===== src/rtl/tdic_ram.sv =====
module tdic_ram #(
  parameter int unsigned WIDTH = 8,
  parameter int unsigned DEPTH = 16
) (
  input  logic                     clk_i,
  input  logic                     we_i,
  input  logic [$clog2(DEPTH)-1:0] addr_i,
  input  logic [WIDTH-1:0]         wdata_i,
  output logic [WIDTH-1:0]         rdata_o
);

  logic [WIDTH-1:0] mem_q [DEPTH];
  logic [WIDTH-1:0] rdata_q;

  always_ff @(posedge clk_i) begin
    if (we_i) begin
      mem_q[addr_i] <= wdata_i;
    end else begin
      rdata_q <= mem_q[addr_i];
    end
  end

  assign rdata_o = rdata_q;

endmodule


===== config.mk =====
export PLATFORM = sky130hd
export DESIGN_NAME = tdic_ram
export DESIGN_NICKNAME = d
export VERILOG_FILES = /design/src/rtl/tdic_ram.sv
export SDC_FILE = /design/constraint.sdc
export NUM_CORES = 1
export LEC_CHECK = 0
export ABC_CLOCK_PERIOD_IN_PS = 4090
export BUFFER_PORTS_ARGS = -buffer_cell sky130_fd_sc_hd__buf_2
export CORE_ASPECT_RATIO = 1.1
export CORE_MARGIN = 2
export CORE_UTILIZATION = 65
export CTS_CLUSTER_DIAMETER = 50
export DETAILED_ROUTE_END_ITERATION = 16
export PLACE_DENSITY = 0.89
export SLEW_MARGIN = 20
export SYNTH_ARGS = -nofsm -noshare
export SYNTH_HDL_FRONTEND = slang
export SYNTH_SLANG_ARGS = --single-unit

===== constraint.sdc =====
create_clock -name clk_i -period 4.09 [get_ports clk_i]
set_input_delay 0.409 -clock clk_i [delete_from_list [all_inputs] [get_ports clk_i]]
set_output_delay 0.409 -clock clk_i [all_outputs]
set_load 0.1 [all_outputs]

==> results <==
- Synthesis produced a netlist with a net count of 245.
- Once the floorplan was initialized, standard cells occupied 66.14% of the core.
- The H-tree was split into 4 levels.
- The worst setup path is of the input port to flip-flop kind.
- Buffers inserted during clock tree synthesis total 17.
- The die span in x is 88.86 um.
- After layout, the minimum clock period comes to 2216 ps.
- The commonest register cell after synthesis is sky130_fd_sc_hd__edfxtp_1.
- The first global-routing pass estimated 16.26 mm of wire.
- The non-filler instance count after layout is 384.
- The number of instances resized during post-cts repair is 0.
- Entering global routing, the biggest net connects 40 pins.
- The kind of cell adding the most delay to the critical path is buffers and inverters.
- The top cell type by total area after synthesis is sky130_fd_sc_hd__edfxtp_1.
- TritonCTS built the clock tree.
- The number of hold violations in the final report was 0.
- Ranked by total cell area, the synthesized netlist is headed by sky130_fd_sc_hd__edfxtp_1 79%, sky130_fd_sc_hd__mux4_2 14%, sky130_fd_sc_hd__a22oi_1 2.3%, sky130_fd_sc_hd__nor2_1 0.95%, sky130_fd_sc_hd__nand2_1 0.66%.
- In the global route stage, overall resource usage came out at 27.88%.
- The number of diodes is 0.
- The synthesized flop and latch total is 136.
- After clock tree synthesis, the setup repair step added 0 buffers.
- The number of placement rows is 34.
- The first routing iteration left 466 violations.
- The count of buffers added on input and output ports is 21.
- The average cell area after synthesis is 22.29 sq um.
- The longest clock path from root to sink contains 2 buffers.
- During synthesis, Yosys emitted a total of 0 warnings.
- The run finished with clean final reports.
- The power per standard cell area is 568.9 nW/um^2.
- The ratio of routed vias to standard cells is 6.727.
- The via count is 2583.
- Adding up every negative setup slack in the final design gives 0 ps.
- The remaining global-route overflow is 0.
- The count of distinct cell types in the synthesized netlist is 18.
- The data required time at the worst endpoint is 4330 ps.
- The synthesized design contains 136 enable-type register cells.
- The root buffer selected by CTS is sky130_fd_sc_hd__clkbuf_8.
- The number of nets in the layout is 277.
- The worst setup path is captured at a flip-flop.
- The cell count after placement is 352.
- After detailed routing, the number of remaining DRC violations is 0.
- The tightest min-delay check is of the input port to flip-flop type.
- Across the VDD grid, the largest voltage drop is 0.0003575 V.
- On the worst path, the slowest cell contributes a delay of 590 ps.
- The residual antenna-violating net count after detailed routing is 0.
- The async set-or-reset flop fraction in the synthesized netlist is 0%.
- Setup repair after global routing left no endpoint under its margin.
- Summing the sequential cell areas from Yosys gives 79.32% of the chip area.
- Setup violations remaining at the end of the flow were counted as 0.
- The cell type of the slowest stage on the worst timing path is sky130_fd_sc_hd__buf_2.
- Counting the fill cells in the layout gives 359.
- The post-layout instance area is 5995 sq um.
- The part of the cycle the worst path needs is 54.18%.
- The placed standard-cell area is 5351 sq um.
- 22 I/O pins were placed.
- The first-pass iteration count of the detailed router is 7.
- The die outline height is 97.35 um.
- The final max-slew violation count is 0.
- The routed wire length is 10.94 mm.
- Summed over all cells, the static leakage comes to 1.948 nW.
- The top cell type's share of synthesized area is 79.32%.
- The data arrival time at the worst-slack endpoint is 2450 ps.
- The via count of the first global-routing pass is 2643.
- The tree built by TritonCTS fans out to 136 sinks.
- Static timing analysis puts the maximum clock frequency at 451.3 MHz.
- The initial antenna violation count is 0.
- Routability-driven placement finished with a final weighted congestion of 0.8375.
- The overall power is 3.410 mW.
- The clock reaches the later pin of the worst-skew pair after 510 ps.
- Compared with the post-synthesis result, the final layout area differs by 16.43%.
- The cell area that synthesis handed to floorplanning was 5149 sq um.
- The worst slew slack as a fraction of its limit is 24.09%.
- Yosys instantiated no cell more often than sky130_fd_sc_hd__edfxtp_1.
- The worst setup path is launched from an input port.
- After clock tree synthesis, the clock-pin slew on the worst setup and hold paths is 60 ps.
- The die covers 8650 sq um.
- Max-cap violations in this run came to 0.
- The placeable core area is 7785 sq um.
- For the pin with the worst max-slew slack, the measured transition is 1130 ps.
- The worst clock skew on the final layout is 5.963 ps.
- In the synthesized netlist, the number of instances is 231.
- Walking the worst path, the cells encountered are buf_2 -> buf_4 -> mux4_2 -> a22oi_1 -> nand2_1.
- After legalization and detailed placement, the total HPWL measured 5.860 mm.
- The share of post-route cells with drive strength above 1 is 31.88%.
- The per-cell routed wire length is 28.49 um.
- In this run the worst path has a maximum fanout of 24.
- Ranked by instance count, the synthesized netlist is headed by 136 x sky130_fd_sc_hd__edfxtp_1, 32 x sky130_fd_sc_hd__mux4_2, 16 x sky130_fd_sc_hd__a22oi_1.
- The hold buffer count at cts is 0.
- The number of buffers and inverters on the critical path is 2.
[flip-flops by register name (all words and copies together) (netlist names)]
register and cells:
mem_q 128, rdata_o 8
[per-stage QoR]
stage                     hold slack (ps)  setup WS (ps)  utilization [%]
after global placement              731.5           1514            68.74
after global routing                293.7           1815            77.00
after CTS                           286.8           1895            76.94
final                               303.3           1874            77.00
after floorplan                     507.9           2195                -
after detailed placement            739.9           1479            68.74
[path summary, 6_finish.rpt]
path	start	to	slack (ps)	cells after the start
min reg2reg	mem_q[12][0]	rdata_o[0]	780	3
min	wdata_i[2]	mem_q[2][2]	300	1
max reg2reg	mem_q[11][2]	rdata_o[2]	2440	3
max	addr_i[0]	rdata_o[2]	1870	5
[layer usage]
metal | wire [um] | part of all wire, % | vias up | GRT usage (%)
met2 | 5460 | 50 | 214 | 42.31
met1 | 4025 | 37 | 1300 | 38.99
met5 | 0 | 0 | - | 0
met3 | 1007 | 9.2 | 34 | 5.268
met4 | 448 | 4.1 | 0 | 14.57
li1 | - | - | 1035 | -
[area by class of cell]
class | count | area (sq um) | area share, %
clock buffer | 18 | 417.9 | 6.971
inverter | 1 | 3.754 | 0.06262
tap | 108 | 135.1 | 2.254
clock inverter | 14 | 220.2 | 3.674
sequential | 136 | 4084 | 68.13
timing repair buffer | 24 | 127.6 | 2.129
multi-input combinational | 83 | 1006 | 16.78
[cell families after synthesis]
family	share of synthesized area (%)
compound gates	2.333
buf+inv	1.239
flops	79.32
mux	14.00
simple gates	3.111
[report_power, final]
part           switching [mW]  internal [mW]  total [mW]
clock network           0.578           1.06        1.63
logic                   0.139         0.0549       0.194
registers              0.0108           1.57        1.58
total                   0.728           2.68        3.41
[placed cells by master, fill, tap and decap left out]
cell type / instances
sky130_fd_sc_hd__edfxtp_1: 136
sky130_fd_sc_hd__mux4_2: 32
sky130_fd_sc_hd__buf_2: 21
sky130_fd_sc_hd__a22oi_1: 16
sky130_fd_sc_hd__clkbuf_16: 16
sky130_fd_sc_hd__nor2_1: 13
sky130_fd_sc_hd__nand2_1: 9
sky130_fd_sc_hd__bufinv_16: 5
sky130_fd_sc_hd__clkinvlp_4: 4
sky130_fd_sc_hd__nor3_1: 3
sky130_fd_sc_hd__inv_6: 3
sky130_fd_sc_hd__buf_4: 3
sky130_fd_sc_hd__nor2b_1: 2
sky130_fd_sc_hd__nand3b_1: 2
sky130_fd_sc_hd__nand2b_1: 2
sky130_fd_sc_hd__and2_1: 1
sky130_fd_sc_hd__nand3_1: 1
sky130_fd_sc_hd__nor3_2: 1
sky130_fd_sc_hd__inv_1: 1
sky130_fd_sc_hd__or3_1: 1
sky130_fd_sc_hd__clkbuf_8: 1
sky130_fd_sc_hd__clkinv_2: 1
sky130_fd_sc_hd__clkbuf_1: 1
sky130_fd_sc_hd__clkinv_4: 1
No activity file was read; power rests on OpenSTA's default activity.
